## src/rtl/core/apq_pkg.sv

```systemverilog
// types and constants shared by the array priority queue
package apq_pkg;

  localparam int unsigned DEPTH = 16;
  localparam int unsigned IDX_W = $clog2(DEPTH);
  localparam int unsigned CNT_W = $clog2(DEPTH + 1);
  localparam int unsigned VAL_W = 32;
  localparam int unsigned PRI_W = 16;

  typedef enum logic {
    OP_INSERT = 1'b0,
    OP_REMOVE = 1'b1
  } op_e;

  typedef enum logic [1:0] {
    STAT_OK    = 2'd0,
    STAT_FULL  = 2'd1,
    STAT_EMPTY = 2'd2
  } status_e;

  typedef enum logic [1:0] {
    ST_IDLE,
    ST_SCAN,
    ST_SHIFT
  } state_e;

  typedef struct packed {
    op_e                      opcode;
    logic signed [VAL_W-1:0]  value;
    logic signed [PRI_W-1:0]  priority_req;
  } req_t;

  typedef struct packed {
    status_e                  status;
    logic signed [VAL_W-1:0]  removed_value;
    logic [CNT_W-1:0]         entry_count;
  } rsp_t;

  typedef struct packed {
    logic signed [VAL_W-1:0]  value;
    logic signed [PRI_W-1:0]  prio;
  } entry_t;

endpackage

```

## src/rtl/core/array_priority_queue.sv

```systemverilog
// unsorted array priority queue with a sequential max scan and shift-down
// insert, full insert and empty remove give the result in the cycle after start is accepted
// remove scans all held entries for the top priority, then shifts the ones above it down
// the entry memory does one read and one write per cycle, scan then shift
// busy stays high for the whole remove; the next beat may start the cycle after busy falls
// reset clears the count and control; entry memory holds no reset value
module array_priority_queue import apq_pkg::*; (
  input  logic clk_i,
  input  logic rst_ni,
  input  logic start,
  input  req_t req_i,
  output logic busy,
  output logic done_o,
  output rsp_t rsp_o
);

  entry_t mem [DEPTH];

  state_e           state_q, state_d;
  logic [CNT_W-1:0] cnt_q, cnt_d;
  logic [IDX_W-1:0] idx_q, idx_d;
  logic [IDX_W-1:0] best_idx_q, best_idx_d;
  logic signed [PRI_W-1:0] best_pri_q, best_pri_d;
  logic signed [VAL_W-1:0] best_val_q, best_val_d;
  entry_t           rd_q;
  logic             done_q, done_d;
  rsp_t             rsp_q, rsp_d;

  logic             accept;
  logic             take;
  logic             last_scan;
  logic             last_shift;
  logic [IDX_W-1:0] rd_addr;
  logic             we;
  logic [IDX_W-1:0] wr_addr;
  entry_t           wr_data;

  assign accept     = start && (state_q == ST_IDLE);
  assign take       = (idx_q == '0) || (rd_q.prio > best_pri_q);
  assign last_scan  = ({1'b0, idx_q} == CNT_W'(cnt_q - CNT_W'(1)));
  assign last_shift = (CNT_W'({1'b0, idx_q} + CNT_W'(1)) >= cnt_q);

  // next state
  always_comb begin
    state_d = state_q;
    case (state_q)
      ST_IDLE: begin
        if (accept && req_i.opcode == OP_REMOVE && cnt_q != '0) state_d = ST_SCAN;
      end
      ST_SCAN: begin
        if (last_scan) state_d = ST_SHIFT;
      end
      ST_SHIFT: begin
        if (last_shift) state_d = ST_IDLE;
      end
      default: state_d = ST_IDLE;
    endcase
  end

  // datapath and outputs
  always_comb begin
    cnt_d      = cnt_q;
    idx_d      = idx_q;
    best_idx_d = best_idx_q;
    best_pri_d = best_pri_q;
    best_val_d = best_val_q;
    done_d     = 1'b0;
    rsp_d      = rsp_q;
    rd_addr    = '0;
    we         = 1'b0;
    wr_addr    = idx_q;
    wr_data    = rd_q;
    case (state_q)
      ST_IDLE: begin
        idx_d = '0;
        if (accept) begin
          rsp_d.removed_value = '0;
          rsp_d.status        = STAT_OK;
          if (req_i.opcode == OP_INSERT) begin
            done_d = 1'b1;
            if (cnt_q == CNT_W'(DEPTH)) begin
              rsp_d.status = STAT_FULL;
            end else begin
              we           = 1'b1;
              wr_addr      = IDX_W'(cnt_q);
              wr_data.value = req_i.value;
              wr_data.prio  = req_i.priority_req;
              cnt_d        = CNT_W'(cnt_q + CNT_W'(1));
            end
            rsp_d.entry_count = cnt_d;
          end else if (cnt_q == '0) begin
            done_d            = 1'b1;
            rsp_d.status      = STAT_EMPTY;
            rsp_d.entry_count = cnt_q;
          end
        end
      end
      ST_SCAN: begin
        if (take) begin
          best_idx_d = idx_q;
          best_pri_d = rd_q.prio;
          best_val_d = rd_q.value;
        end
        if (last_scan) begin
          idx_d   = best_idx_d;
          rd_addr = IDX_W'(best_idx_d + IDX_W'(1));
        end else begin
          idx_d   = IDX_W'(idx_q + IDX_W'(1));
          rd_addr = IDX_W'(idx_q + IDX_W'(1));
        end
      end
      ST_SHIFT: begin
        rd_addr = IDX_W'(idx_q + IDX_W'(2));
        if (last_shift) begin
          cnt_d               = CNT_W'(cnt_q - CNT_W'(1));
          done_d              = 1'b1;
          rsp_d.status        = STAT_OK;
          rsp_d.removed_value = best_val_q;
          rsp_d.entry_count   = cnt_d;
        end else begin
          we    = 1'b1;
          idx_d = IDX_W'(idx_q + IDX_W'(1));
        end
      end
      default: ;
    endcase
  end

  // entry memory
  always_ff @(posedge clk_i) begin
    if (we) mem[wr_addr] <= wr_data;
    rd_q <= mem[rd_addr];
  end

  always_ff @(posedge clk_i or negedge rst_ni) begin
    if (!rst_ni) begin
      state_q <= ST_IDLE;
      cnt_q   <= '0;
      done_q  <= 1'b0;
    end else begin
      state_q <= state_d;
      cnt_q   <= cnt_d;
      done_q  <= done_d;
    end
  end

  always_ff @(posedge clk_i) begin
    idx_q      <= idx_d;
    best_idx_q <= best_idx_d;
    best_pri_q <= best_pri_d;
    best_val_q <= best_val_d;
    rsp_q      <= rsp_d;
  end

  assign busy   = (state_q != ST_IDLE);
  assign done_o = done_q;
  assign rsp_o  = rsp_q;

  a_cnt_range: assert property (@(posedge clk_i) disable iff (!rst_ni)
    cnt_q <= CNT_W'(DEPTH))
    else $error("entry count above depth");

  a_empty_cnt: assert property (@(posedge clk_i) disable iff (!rst_ni)
    done_o && rsp_o.status == STAT_EMPTY |-> rsp_o.entry_count == '0)
    else $error("empty status with nonzero count");

  a_refused_zero: assert property (@(posedge clk_i) disable iff (!rst_ni)
    done_o && rsp_o.status != STAT_OK |-> rsp_o.removed_value == '0)
    else $error("refused beat carries a value");

  a_shift_nonempty: assert property (@(posedge clk_i) disable iff (!rst_ni)
    state_q == ST_SHIFT || state_q == ST_SCAN |-> cnt_q != '0)
    else $error("remove sequence on empty queue");

  a_busy_done: assert property (@(posedge clk_i) disable iff (!rst_ni)
    state_q == ST_SHIFT && last_shift |=> done_o && !busy)
    else $error("remove finished without result");

endmodule

```

## config.mk

```make
export PLATFORM = sky130hd
export DESIGN_NAME = array_priority_queue
export DESIGN_NICKNAME = d
export VERILOG_FILES = /design/src/rtl/core/apq_pkg.sv /design/src/rtl/core/array_priority_queue.sv
export SDC_FILE = /design/constraint.sdc
export NUM_CORES = 1
export LEC_CHECK = 0
export BUFFER_PORTS_ARGS = -buffer_cell sky130_fd_sc_hd__buf_2
export CELL_PAD_IN_SITES_DETAIL_PLACEMENT = 2
export CELL_PAD_IN_SITES_GLOBAL_PLACEMENT = 2
export CORE_UTILIZATION = 30
export DETAILED_ROUTE_END_ITERATION = 7
export PLACE_DENSITY = 0.54
export SLEW_MARGIN = 5
export SYNTH_ARGS = -nofsm -noshare
export SYNTH_HDL_FRONTEND = slang
export SYNTH_SLANG_ARGS = --single-unit
```

## constraint.sdc

```tcl
create_clock -name clk_i -period 5.6 [get_ports clk_i]
set_clock_uncertainty 0.15 [all_clocks]
set_input_delay 0.56 -clock clk_i [delete_from_list [all_inputs] [get_ports clk_i]]
set_output_delay 0.56 -clock clk_i [all_outputs]
set_load 0.005 [all_outputs]
```

==> results of run 1 <==
layout make-up:
class | instances | area [um2]
inverter | 33 | 124
tap | 1536 | 1920
clock buffer | 152 | 2970
fill | 11700 | 75600
multi-input combinational | 1381 | 8070
sequential | 919 | 27100
timing repair buffer | 184 | 1700
clock inverter | 46 | 458
worst min-delay path by stage:
stage               cells past startpoint  slack [ps]             end
floorplan                               0         110        cnt_q[0]
global placement                        0         270  best_val_q[28]
detailed placement                      0         270  best_val_q[25]
CTS                                     2          80      state_q[0]
global route                            2         120      state_q[0]
finish                                  2         120      state_q[0]
synth_stat cells (2+ instances only):
cell,number
sky130_fd_sc_hd__a22o_1,48
sky130_fd_sc_hd__buf_2,28
sky130_fd_sc_hd__mux2i_1,52
sky130_fd_sc_hd__nor2_1,37
sky130_fd_sc_hd__clkinv_1,2
sky130_fd_sc_hd__ha_1,31
sky130_fd_sc_hd__inv_1,30
sky130_fd_sc_hd__a211oi_1,2
sky130_fd_sc_hd__nor3b_1,3
sky130_fd_sc_hd__buf_6,5
sky130_fd_sc_hd__clkbuf_1,101
sky130_fd_sc_hd__o2111ai_1,48
sky130_fd_sc_hd__or3_1,2
sky130_fd_sc_hd__dfxtp_1,48
sky130_fd_sc_hd__a31oi_1,9
sky130_fd_sc_hd__xnor2_1,11
sky130_fd_sc_hd__and4_1,2
sky130_fd_sc_hd__buf_1,21
sky130_fd_sc_hd__nand4_1,4
sky130_fd_sc_hd__buf_4,3
sky130_fd_sc_hd__a32oi_1,2
sky130_fd_sc_hd__xor2_1,5
sky130_fd_sc_hd__a2bb2oi_1,2
sky130_fd_sc_hd__a21oi_1,20
sky130_fd_sc_hd__nor3_1,8
sky130_fd_sc_hd__nand2b_1,5
sky130_fd_sc_hd__nor4_1,5
sky130_fd_sc_hd__edfxtp_1,863
sky130_fd_sc_hd__a21o_1,5
sky130_fd_sc_hd__nand3_1,204
sky130_fd_sc_hd__and3_1,2
sky130_fd_sc_hd__o21ai_0,19
sky130_fd_sc_hd__o211ai_1,52
sky130_fd_sc_hd__dfrtp_1,8
sky130_fd_sc_hd__a21boi_0,2
sky130_fd_sc_hd__and2_1,36
sky130_fd_sc_hd__o221ai_1,96
sky130_fd_sc_hd__nand2_1,597
sky130_fd_sc_hd__a22oi_1,3
sky130_fd_sc_hd__o22ai_1,49
repair_timing:
action,CTS,global route
gates resized for setup,0,2
hold buffers,1,0
endpoints found under the setup margin,0,48
endpoints found under the hold margin,8,0
power by group:
part,total [mW],switching [mW],internal (mW)
clock,6.82,2.82,4.00
sequential,7.40,0,7.40
combinational,0.0265,0.0125,0.0140
total,14.2,2.83,11.4
routing by layer:
metal	GRT usage [%]	routed length (um)	vias up
met5	0	5	-
li1	-	-	9756
met1	27.4	56100	12000
met3	2.17	3330	143
met2	32.3	57200	385
met4	5.17	2200	2
per-stage QoR:
stage / setup WS (ps) / cell area [um2] / TNS [ps]
after floorplan: 624 / 35700 / 0
after global placement: 383 / 38900 / 0
after detailed placement: 164 / 38900 / 0
after CTS: 138 / 42300 / 0
after global routing: -18.7 / 42300 / -18.7
final: 368 / 42300 / 0
state kept, by name (all words and copies together) (netlist names):
register	cells
idx_q	4
mem	768
rd_q	48
state_q	2
best_val_q	32
rsp_o	39
done_o	1
cnt_q	5
best_pri_q	16
best_idx_q	4
kinds of logic (layout without fill, tap and decap cells):
kind of cell	Yosys count	count (layout)
flops	919	919
simple gates	910	911
compound gates	371	371
buf+inv	191	415
mux	52	52
fa+ha+maj	31	31
xor+xnor	16	16
==> results.txt, run 1 <==
After layout, the worst path uses 93.4% of the clock period. The die outline height came out at 347 um. Counting flops and latches in the post-synthesis netlist gives 919. TritonCTS built the clock tree. The worst setup path is launched from a register. The routed wire length is 119000 um. Walking the worst path, the cells encountered are inv_1, ha_1, nand4_1, nor4_2, a21boi_1, a211o_1, a21oi_2, o21ai_0, ha_1, nor3_1, o21ai_1, and3_4, buf_4, mux2i_1, a22o_1, o221ai_1. The repair_antennas step left the layout with diodes totalling 0. The clock tree buffer depth is 3. The I/O pin total came out at 93. STA classifies the critical path endpoint as a register. The required time of the worst setup path came out at 6010 ps.

CTS placed an instance of sky130_fd_sc_hd__clkbuf_16 at the clock tree root. The proportion of layout cells with a drive suffix above 1 came out at 13.8%. The source of the critical timing path is best_pri_q[15]. The post-synthesis cell area is 35700 um2.

Leaving out fill and tap cells, the most frequent cell in the layout is sky130_fd_sc_hd__edfxtp_1. The area share of fa/ha/maj cells after synthesis is 1.09%. The first-pass GRT wire length came out at 173000 um. The shortest clock period the worst path allows after layout is 5230 ps.

The slowest stage of the critical path belongs to the cell sky130_fd_sc_hd__and3_4. The number of buffers added for setup after CTS came out at 0. The via density per instance came out at 5.25. The signed area change from the synthesized netlist to the final layout came out at 18.6%. Of the synthesized area, sequential elements account for 75.9%. The cell depth of the worst setup path is 16. In this run the worst hold path is classified as in -> async. The kind of cell adding the most delay to the critical path is compound AO/OA/AOI/OAI gates.

The HPWL after detailed placement is 64900 um. The slew at the pin with the worst max-slew slack is 1120 ps. Leaving out fill and tap cells, the most frequent cells in the layout are 863 x sky130_fd_sc_hd__edfxtp_1, 597 x sky130_fd_sc_hd__nand2_1, 203 x sky130_fd_sc_hd__nand3_1. Once layout is complete, the cells apart from fillers number 4251. In the synthesized netlist, mux cells make up 1.46% of the area. The largest stage delay on the critical path came out at 640 ps. The power consumption came out at 14.2 mW. The die area came out at 120000 um2.

The worst-path maximum fanout is 20. The static leakage is 12.1 nW. The number of routed nets with antenna violations came out at 0. The maximum level of the CTS H-tree came out at 3.

The number of enable flip-flop cells after synthesis is 863. In this run, the number of DRC markers left after iteration 0 of detailed routing was 1675. In this run the worst setup path terminates at rd_q[17]. The post-CTS clock slew at the launch and capture registers of the worst setup and hold paths is 60 ps. Hold is met by 118 ps. The startpoint of the worst register-to-register path is best_pri_q[15]. The number of distinct standard cells referenced by the synthesized netlist came out at 60.

The relative max-transition margin came out at 25.4%. The critical path in this run is classified as reg -> reg. The weighted congestion at the end of routability-driven global placement came out at 0.748. Counting stages on the worst path, the most repeated cell is sky130_fd_sc_hd__ha_1. In this run the critical register-to-register path is captured at rd_q[17]. The power per unit of standard cell area came out at 336 nW/um2.

The synthesized-area fraction occupied by ao, oa, aoi and oai cells came out at 8.09%. The register-to-register setup slack is 370 ps. The area of the core region came out at 118000 um2. After synthesis, the cell types taking the most area are sky130_fd_sc_hd__edfxtp_1 73%, sky130_fd_sc_hd__nand2_1 6.3%, sky130_fd_sc_hd__nand3_1 2.9%.

The maximum number of pins on one net before global-route repair came out at 81. The count of endpoints failing hold in the final timing report came out at 0. The total number of placement rows came out at 126. The number of cells on the worst reg-to-reg path is 16. The number of nets handed over by synthesis was 2573. In the global route stage, overall resource usage came out at 19.6%. For this design, the sink count on the clock tree is 919. Summing over every cut layer, the via total after detailed routing is 22300.

The initial antenna violation count is 4. The number of max-cap violations is 0. The die outline width came out at 347 um. The total count of max-transition violations in the final report came out at 0. The initial core utilization came out at 30.3%. The post-route core utilization is 35.9%. The run finished with clean final reports. The number of input and output port buffers inserted is 92.

The number of clock buffers inserted by TritonCTS came out at 104. For this run, design rule violations remaining after detail routing come to 0. The area fraction of the dominant cell type after synthesis came out at 72.6%. Yosys printed 0 warnings. The final number of setup-violating endpoints came out at 0. The number of placed instances with taps included is 4051.

Dividing the detail-routed wire length by the instance count gives 27.9 um. The buffering stage count on the worst path with inverters included came out at 2. After synthesis, the mean cell area works out to 14.3 um2. The count of nets after finishing is 2706. The pre-antenna-repair detailed-routing pass consisted of 5 iterations.

The post-synthesis simple-gate area fraction came out at 10.8%. The worst IR drop on VDD is 0.209 mV. The parity-gate share of the synthesized area counting xor and xnor cells came out at 0.393%. The number of standard cells after synthesis came out at 2490.

The dominant combinational cell family by area after synthesis is simple AND/OR/NAND/NOR gates. The predominant post-synthesis flop cell is sky130_fd_sc_hd__edfxtp_1. The clock latency reported for the late side of the worst-skew pair is 690 ps. The via count of the first global-routing pass is 24400. After synthesis, the share of flip-flops with an asynchronous set or reset is 0.871%. The arrival time of the worst setup path came out at 5640 ps. The largest total area in the synthesized netlist belongs to sky130_fd_sc_hd__edfxtp_1. The residual overflow from global routing is 0.

The highest clock frequency the design can meet is 191 MHz.
No activity file was read; power rests on OpenSTA's default activity.
==> run 2: changes to the inputs <==
CORE_ASPECT_RATIO = 0.5   (was default)
==> results.txt, run 2 (synthesized netlist as in run 1, its figures left out) <==
The final number of setup-violating endpoints came out at 0 (unchanged). The worst IR drop on VDD came to 0.212 mV (+1.2%). The initial core utilization is 30.3% (about the same). The final non-filler cell total came to 4284 (+0.78%). The worst-path maximum fanout was 25 (+25%). The proportion of layout cells with a drive suffix above 1 is 13.7% (-0.095 points). The via count of the first global-routing pass came to 23800 (-2.3%). The area of the core region came out at 118000 um2 (about the same).

The count of endpoints failing hold in the final timing report is 0 (unchanged). The maximum number of pins on one net before global-route repair came out at 77 (-4.9%). The slew at the pin with the worst max-slew slack is 1020 ps (-91.1 ps).

The clock latency reported for the late side of the worst-skew pair came out at 700 ps (about the same). The number of max-cap violations was 0 (unchanged). The number of routed nets with antenna violations is 0 (unchanged). The power per unit of standard cell area came out at 329 nW/um2 (-2.3%). The required time of the worst setup path came out at 6040 ps (+30 ps). The via density per instance is 5.21 (-0.75%).

The initial antenna violation count is 2 (-2). The static leakage is 12.0 nW (-0.97%). The count of nets after finishing came out at 2698 (-0.30%). The overall routing resource usage came out at 20.1% (+0.54 points). The shortest clock period the worst path allows after layout came to 5180 ps (-56.2 ps). The post-CTS clock slew at the launch and capture registers of the worst setup and hold paths is 70 ps (about the same). The number of placed instances with taps included is 4113 (+1.5%). The signed area change from the synthesized netlist to the final layout came out at 18.1%.

The I/O pin total came out at 93 (unchanged). The iteration-0 DRC count of the detailed router came out at 1645 (-1.8%). The die area came to 120000 um2 (about the same). In this run the clock root is driven by a sky130_fd_sc_hd__clkbuf_16. The total count of max-transition violations in the final report is 0 (unchanged). The area after detailed placement is 39000 um2 (+0.39%). The library cell used most frequently in the layout, excluding fill and tap cells, is sky130_fd_sc_hd__edfxtp_1. The count of TritonRoute iterations in the first routing pass is 5 (unchanged). The number of clock buffers inserted by TritonCTS is 89 (-14%). The flow ran to the end, and the final reports show no timing, DRC or antenna violations.

The min-delay analysis places its worst path in the category in -> async. The highest clock frequency the design can meet is 193 MHz (+1.1%). The number of remaining DRC errors is 0 (unchanged). The die outline height is 246 um (-29%).

The maximum level of the CTS H-tree is 3 (unchanged). The first-pass GRT wire length was 173000 um (about the same). The count of vias placed by the detailed router is 22300 (+0.018%). The worst setup path is of the reg -> reg kind. The detailed-placement wirelength estimate is 65200 um (+0.39%). The worst hold margin was 131 ps (+12.9 ps). The weighted congestion at the end of routability-driven global placement is 0.733 (-2.0%). TritonCTS built the clock tree.

The type of origin of the critical path is a register. The residual overflow from global routing is 0 (unchanged). The total number of placement rows is 89 (-29%). The number of input and output port buffers inserted is 92 (unchanged). Setup repair after global routing left no endpoint under its margin. The endpoint class of the critical path is a register.

The sink count of the clock tree was 919 (unchanged). The flip-flop count of the largest register after layout came out at 768 (unchanged). The design area is 42100 um2 (-0.44%). The relative max-transition margin was 31.4% (+5.9 points). The clock tree buffer depth came out at 3 (unchanged). Ranked by flip-flop count, first place goes to mem. The post-route core utilization is 35.7% (-0.16 points).

The wire length per cell came out at 28.1 um (+0.74%). Leaving out fill and tap cells, the most frequent cells in the layout are 863 x sky130_fd_sc_hd__edfxtp_1, 597 x sky130_fd_sc_hd__nand2_1, 203 x sky130_fd_sc_hd__nand3_1. The post-route fraction of the period consumed by the critical path is 92.4% (-1.0 points).

The arrival time of the worst setup path is 5620 ps (-20 ps). The die outline width was 490 um (+41%). The routed wire length is 121000 um (+1.5%).
==> run 2: where the power goes <==
part / total [mW] / switching [mW] / internal, mW / leakage [nW]
registers: 7.39 / 0 / 7.39 / 5.55
logic: 0.0257 / 0.0117 / 0.0140 / 4.99
clock network: 6.43 / 2.76 / 3.67 / 1.49
==> run 2: worst max-delay path, cell delays in order (launching register included) <==
cell,delay (ps)
sky130_fd_sc_hd__dfxtp_1,350
sky130_fd_sc_hd__ha_1,330
sky130_fd_sc_hd__nand4_1,190
sky130_fd_sc_hd__nor4_2,600
sky130_fd_sc_hd__a21boi_1,420
sky130_fd_sc_hd__a211o_1,260
sky130_fd_sc_hd__a21oi_2,140
sky130_fd_sc_hd__o21ai_0,340
sky130_fd_sc_hd__ha_1,300
sky130_fd_sc_hd__mux2i_1,400
sky130_fd_sc_hd__o22ai_4,190
sky130_fd_sc_hd__o211ai_1,290
sky130_fd_sc_hd__buf_12,280
sky130_fd_sc_hd__buf_4,310
sky130_fd_sc_hd__o2111ai_1,160
sky130_fd_sc_hd__a22o_1,250
sky130_fd_sc_hd__o221ai_1,70
==> run 2: cell type report <==
class                   instances  area (um2)
well taps                    1592        1990
inverters                      33         124
clock inverters                52         641
fillers                     11800       75800
flip-flops and latches        919       27100
diodes                          2        5.00
multi-input cells            1380        8060
clock buffers                 114        2410
repair buffers                192        1820
==> run 2: worst paths after layout <==
path                           start             end  slack, ps  cells past startpoint
setup / recovery            rd_q[15]        rd_q[44]        420                     16
hold / removal                rst_ni          done_o        130                      2
setup reg to reg            rd_q[15]        rd_q[44]        420                     16
hold reg to reg             rd_q[38]  best_val_q[22]        280                      0
max in group asynchronous     rst_ni      state_q[1]       4980                      2
min in group clk_i         req_i[48]       rsp_o[37]        170                      2
==> run 2: layer usage <==
metal  vias to the layer above  routed length [um]  GRT usage [%]
li1                       9731                   -              -
met1                     12100               56800           28.1
met2                       384               57200           33.0
met3                       122                3980           2.60
met4                         0                2580           5.06
met5                         -                   0              0
==> run 2: what timing repair did <==
action | in CTS | in global routing
resized for setup | 1 | 2
setup endpoints to repair | 3 | 47
buffers inserted | 0 | 2
hold buffers | 1 | 0
endpoints found under the hold margin | 8 | 0
==> run 2: stage by stage <==
step / power (mW) / setup WS (ps) / setup TNS, ps
CTS: 14.0 / 164 / 0
detailed placement: 7.57 / -62.5 / -62.5
floorplan: 7.54 / 624 / 0
finish: 13.8 / 424 / 0
global route: 14.2 / 14.1 / 0
global placement: 7.57 / 127 / 0
==> run 3: changes to the inputs <==
CAP_MARGIN = 10   (was default)
GPL_TIMING_DRIVEN = 0   (was default)
==> results.txt, run 3 (synthesized netlist as in run 1, its figures left out) <==
The number of max-cap violations is 0 (unchanged). The cell family contributing the most delay on the critical path is simple AND/OR/NAND/NOR gates. The count of TritonRoute iterations in the first routing pass came to 5 (unchanged). The final non-filler cell total came to 4390 (+2.5%). The count of vias placed by the detailed router was 22500 (+0.98%). The sink count of the clock tree came out at 919 (unchanged). The sequential cell area in the final layout is 27100 um2 (unchanged). The die area is 120000 um2 (unchanged). The count of endpoints failing hold in the final timing report is 0 (unchanged). The critical setup path kind is reg -> reg.

The endpoint of the most critical register-to-register path is mem[3][30]. The clock tree buffer depth is 3 (unchanged). Along the worst hold path, the cell count comes to 3.

TritonCTS built the clock tree. The residual overflow from global routing came out at 0 (unchanged). The clock latency reported for the late side of the worst-skew pair came out at 700 ps (about the same). The routed wire length came out at 121000 um (+0.39%). Traced cell by cell, the critical path runs through clkbuf_1, inv_1, ha_1, nand2b_1, nor3_2, nor2_1, nand3_1, clkbuf_1, a21oi_1, nor2_4, buf_12, buf_12. The proportion of layout cells with a drive suffix above 1 came out at 14.4% (+0.68 points). The buffering stage count on the worst path with inverters included is 5 (+3). The overall routing resource usage came out at 20.2% (+0.056 points). Setup repair after global routing left no endpoint under its margin. The count of nets after finishing came out at 2801 (+3.8%). In the layout the commonest cells are 863 x sky130_fd_sc_hd__edfxtp_1, 597 x sky130_fd_sc_hd__nand2_1, 204 x sky130_fd_sc_hd__nand3_1. The number of routed nets with antenna violations is 0 (unchanged). The total count of max-transition violations in the final report is 0 (unchanged). The number of remaining DRC errors is 0 (unchanged). The shortest clock period the worst path allows after layout is 5480 ps (+300 ps).

The maximum number of pins on one net before global-route repair is 28 (-64%). The die outline height is 246 um (unchanged). The area after detailed placement came out at 39000 um2 (about the same).

The type of origin of the critical path is a register. The slew at the pin with the worst max-slew slack was 1240 ps (+216 ps). The iteration-0 DRC count of the detailed router is 1641 (-0.24%). The I/O pin total is 93 (unchanged).

The power per unit of standard cell area is 321 nW/um2 (-2.3%). The flip-flop count of the largest register after layout is 768 (unchanged). The total number of placement rows came to 89 (unchanged).

The detailed-placement wirelength estimate came to 81600 um (+25%). The die outline width came out at 490 um (unchanged). The design area came out at 42200 um2 (+0.15%). The post-route fraction of the period consumed by the critical path is 97.8% (+5.3 points).

The largest individual stage delay along the critical path comes from the cell sky130_fd_sc_hd__clkbuf_1. The static leakage is 12.2 nW (+1.1%). The startpoint identified for the worst register-to-register timing path is cnt_q[0].

The initial antenna violation count came out at 11 (+9). The commonest non-fill, non-tap cell in the layout is sky130_fd_sc_hd__edfxtp_1. The number of clock buffers inserted by TritonCTS came to 90 (+1.1%). The count of cells along the worst register-to-register path came out at 12 (-4). The weighted congestion at the end of routability-driven global placement came out at 0.744 (+1.6%). The area of the core region is 118000 um2 (unchanged). The worst hold margin is 71.2 ps (-60.0 ps). The required time of the worst setup path is 5810 ps (-230 ps).

The highest clock frequency the design can meet came to 183 MHz (-5.5%). The worst IR drop on VDD is 0.220 mV (+4.0%). The tree is rooted in a sky130_fd_sc_hd__clkbuf_16. The flow ran to the end, and the final reports show no timing, DRC or antenna violations. The number of placed instances with taps included is 4212 (+2.4%). The tightest min-delay check is of the in -> reg type. The relative max-transition margin is 17.3% (-14 points).

The number of input and output port buffers inserted is 91 (-1.1%). The via density per instance is 5.13 (-1.5%). The initial core utilization is 30.3% (unchanged). The worst-path maximum fanout came out at 21 (-16%).

The final number of setup-violating endpoints came out at 0 (unchanged). The largest stage delay on the critical path came out at 980 ps (+380 ps). The register-to-register setup slack is 120 ps (-300 ps). The maximum level of the CTS H-tree came out at 3 (unchanged). The worst setup path is captured at a register.

The arrival time of the worst setup path was 5690 ps (+70 ps). The wire length per cell is 27.6 um (-2.0%). The register with the most flip-flops is mem. The number of inserted filler cells in the final layout was 11800 (+0.13%). The via count of the first global-routing pass is 24200 (+1.5%). The first-pass GRT wire length came out at 173000 um (+0.18%). The path with the worst hold slack has its endpoint at done_o. The post-CTS clock slew at the launch and capture registers of the worst setup and hold paths is 70 ps (about the same).

Relative to the synthesized area, the layout overhead comes to 18.3%. In this run the most critical hold path is launched from start. The total area of multi-input combinational cells came out at 8000 um2 (-0.76%).
-- run 3: timing repair --
item	CTS	global route
hold buffers	1	0
buffers inserted	4	1
endpoints found under the hold margin	8	0
gates cloned	0	0
resized for setup	66	60
pin swaps	3	2
endpoints found under the setup margin	48	45
-- run 3: how the worst max path moves through the flow --
| stage | start | endpoint | cells after the start |
|---|---|---|---|
| after global routing | rd_q[15] | rd_q[29] | 18 |
| after CTS | rd_q[15] | rd_q[45] | 18 |
| final | cnt_q[0] | mem[3][30] | 12 |
| after detailed placement | rd_q[15] | rd_q[28] | 16 |
| after floorplan | idx_q[0] | mem[13][0] | 11 |
| after global placement | cnt_q[0] | mem[5][36] | 9 |
-- run 3: area by class of cell --
cell class / count / area share, %
clock inverters: 36 / 0.718
well taps: 1592 / 4.72
diodes: 5 / 0.0297
flip-flops and latches: 919 / 64.2
multi-input cells: 1380 / 19.0
repair buffers: 136 / 3.08
inverters: 33 / 0.294
clock buffers: 131 / 6.10
plain buffers: 158 / 1.93
-- run 3: report_power, final --
group | total [mW] | internal (mW) | switching, mW
registers | 7.39 | 7.39 | 0
logic | 0.0235 | 0.0138 | 0.00969
clock network | 6.14 | 3.42 | 2.72
total | 13.6 | 10.8 | 2.73
-- run 3: worst reg2reg max path: cells and delay by family (launching register included) --
| family | cells | cell delay (ps) |
|---|---|---|
| DFF | 1 | 410 |
| AOI/OAI and AO/OA | 1 | 530 |
| buffers and inverters | 5 | 1880 |
| and+or+nand+nor | 5 | 1880 |
| adders and majority gates | 1 | 250 |
-- run 3: per-stage QoR --
stage | util (%) | power, mW | worst slack [ps] | setup TNS (ps)
2_1_floorplan | - | 7.54 | 624 | 0
6_report | 35.8 | 13.6 | 125 | 0
4_1_cts | 35.7 | 13.7 | 59.0 | 0
5_1_grt | 35.8 | 14.0 | 2.18 | 0
3_3_place_gp | 32.3 | 7.56 | -4020 | -3012890
3_5_place_dp | 33.1 | 7.56 | -2200 | -89060
-- run 3: metal layers --
| metal | global-route usage, % | part of all wire (%) | vias to the layer above |
|---|---|---|---|
| li1 | - | - | 9929 |
| met1 | 28.7 | 47 | 12000 |
| met2 | 32.5 | 46 | 437 |
| met3 | 2.83 | 4.1 | 152 |
| met4 | 4.83 | 2.0 | 0 |
| met5 | 0 | 0 | - |
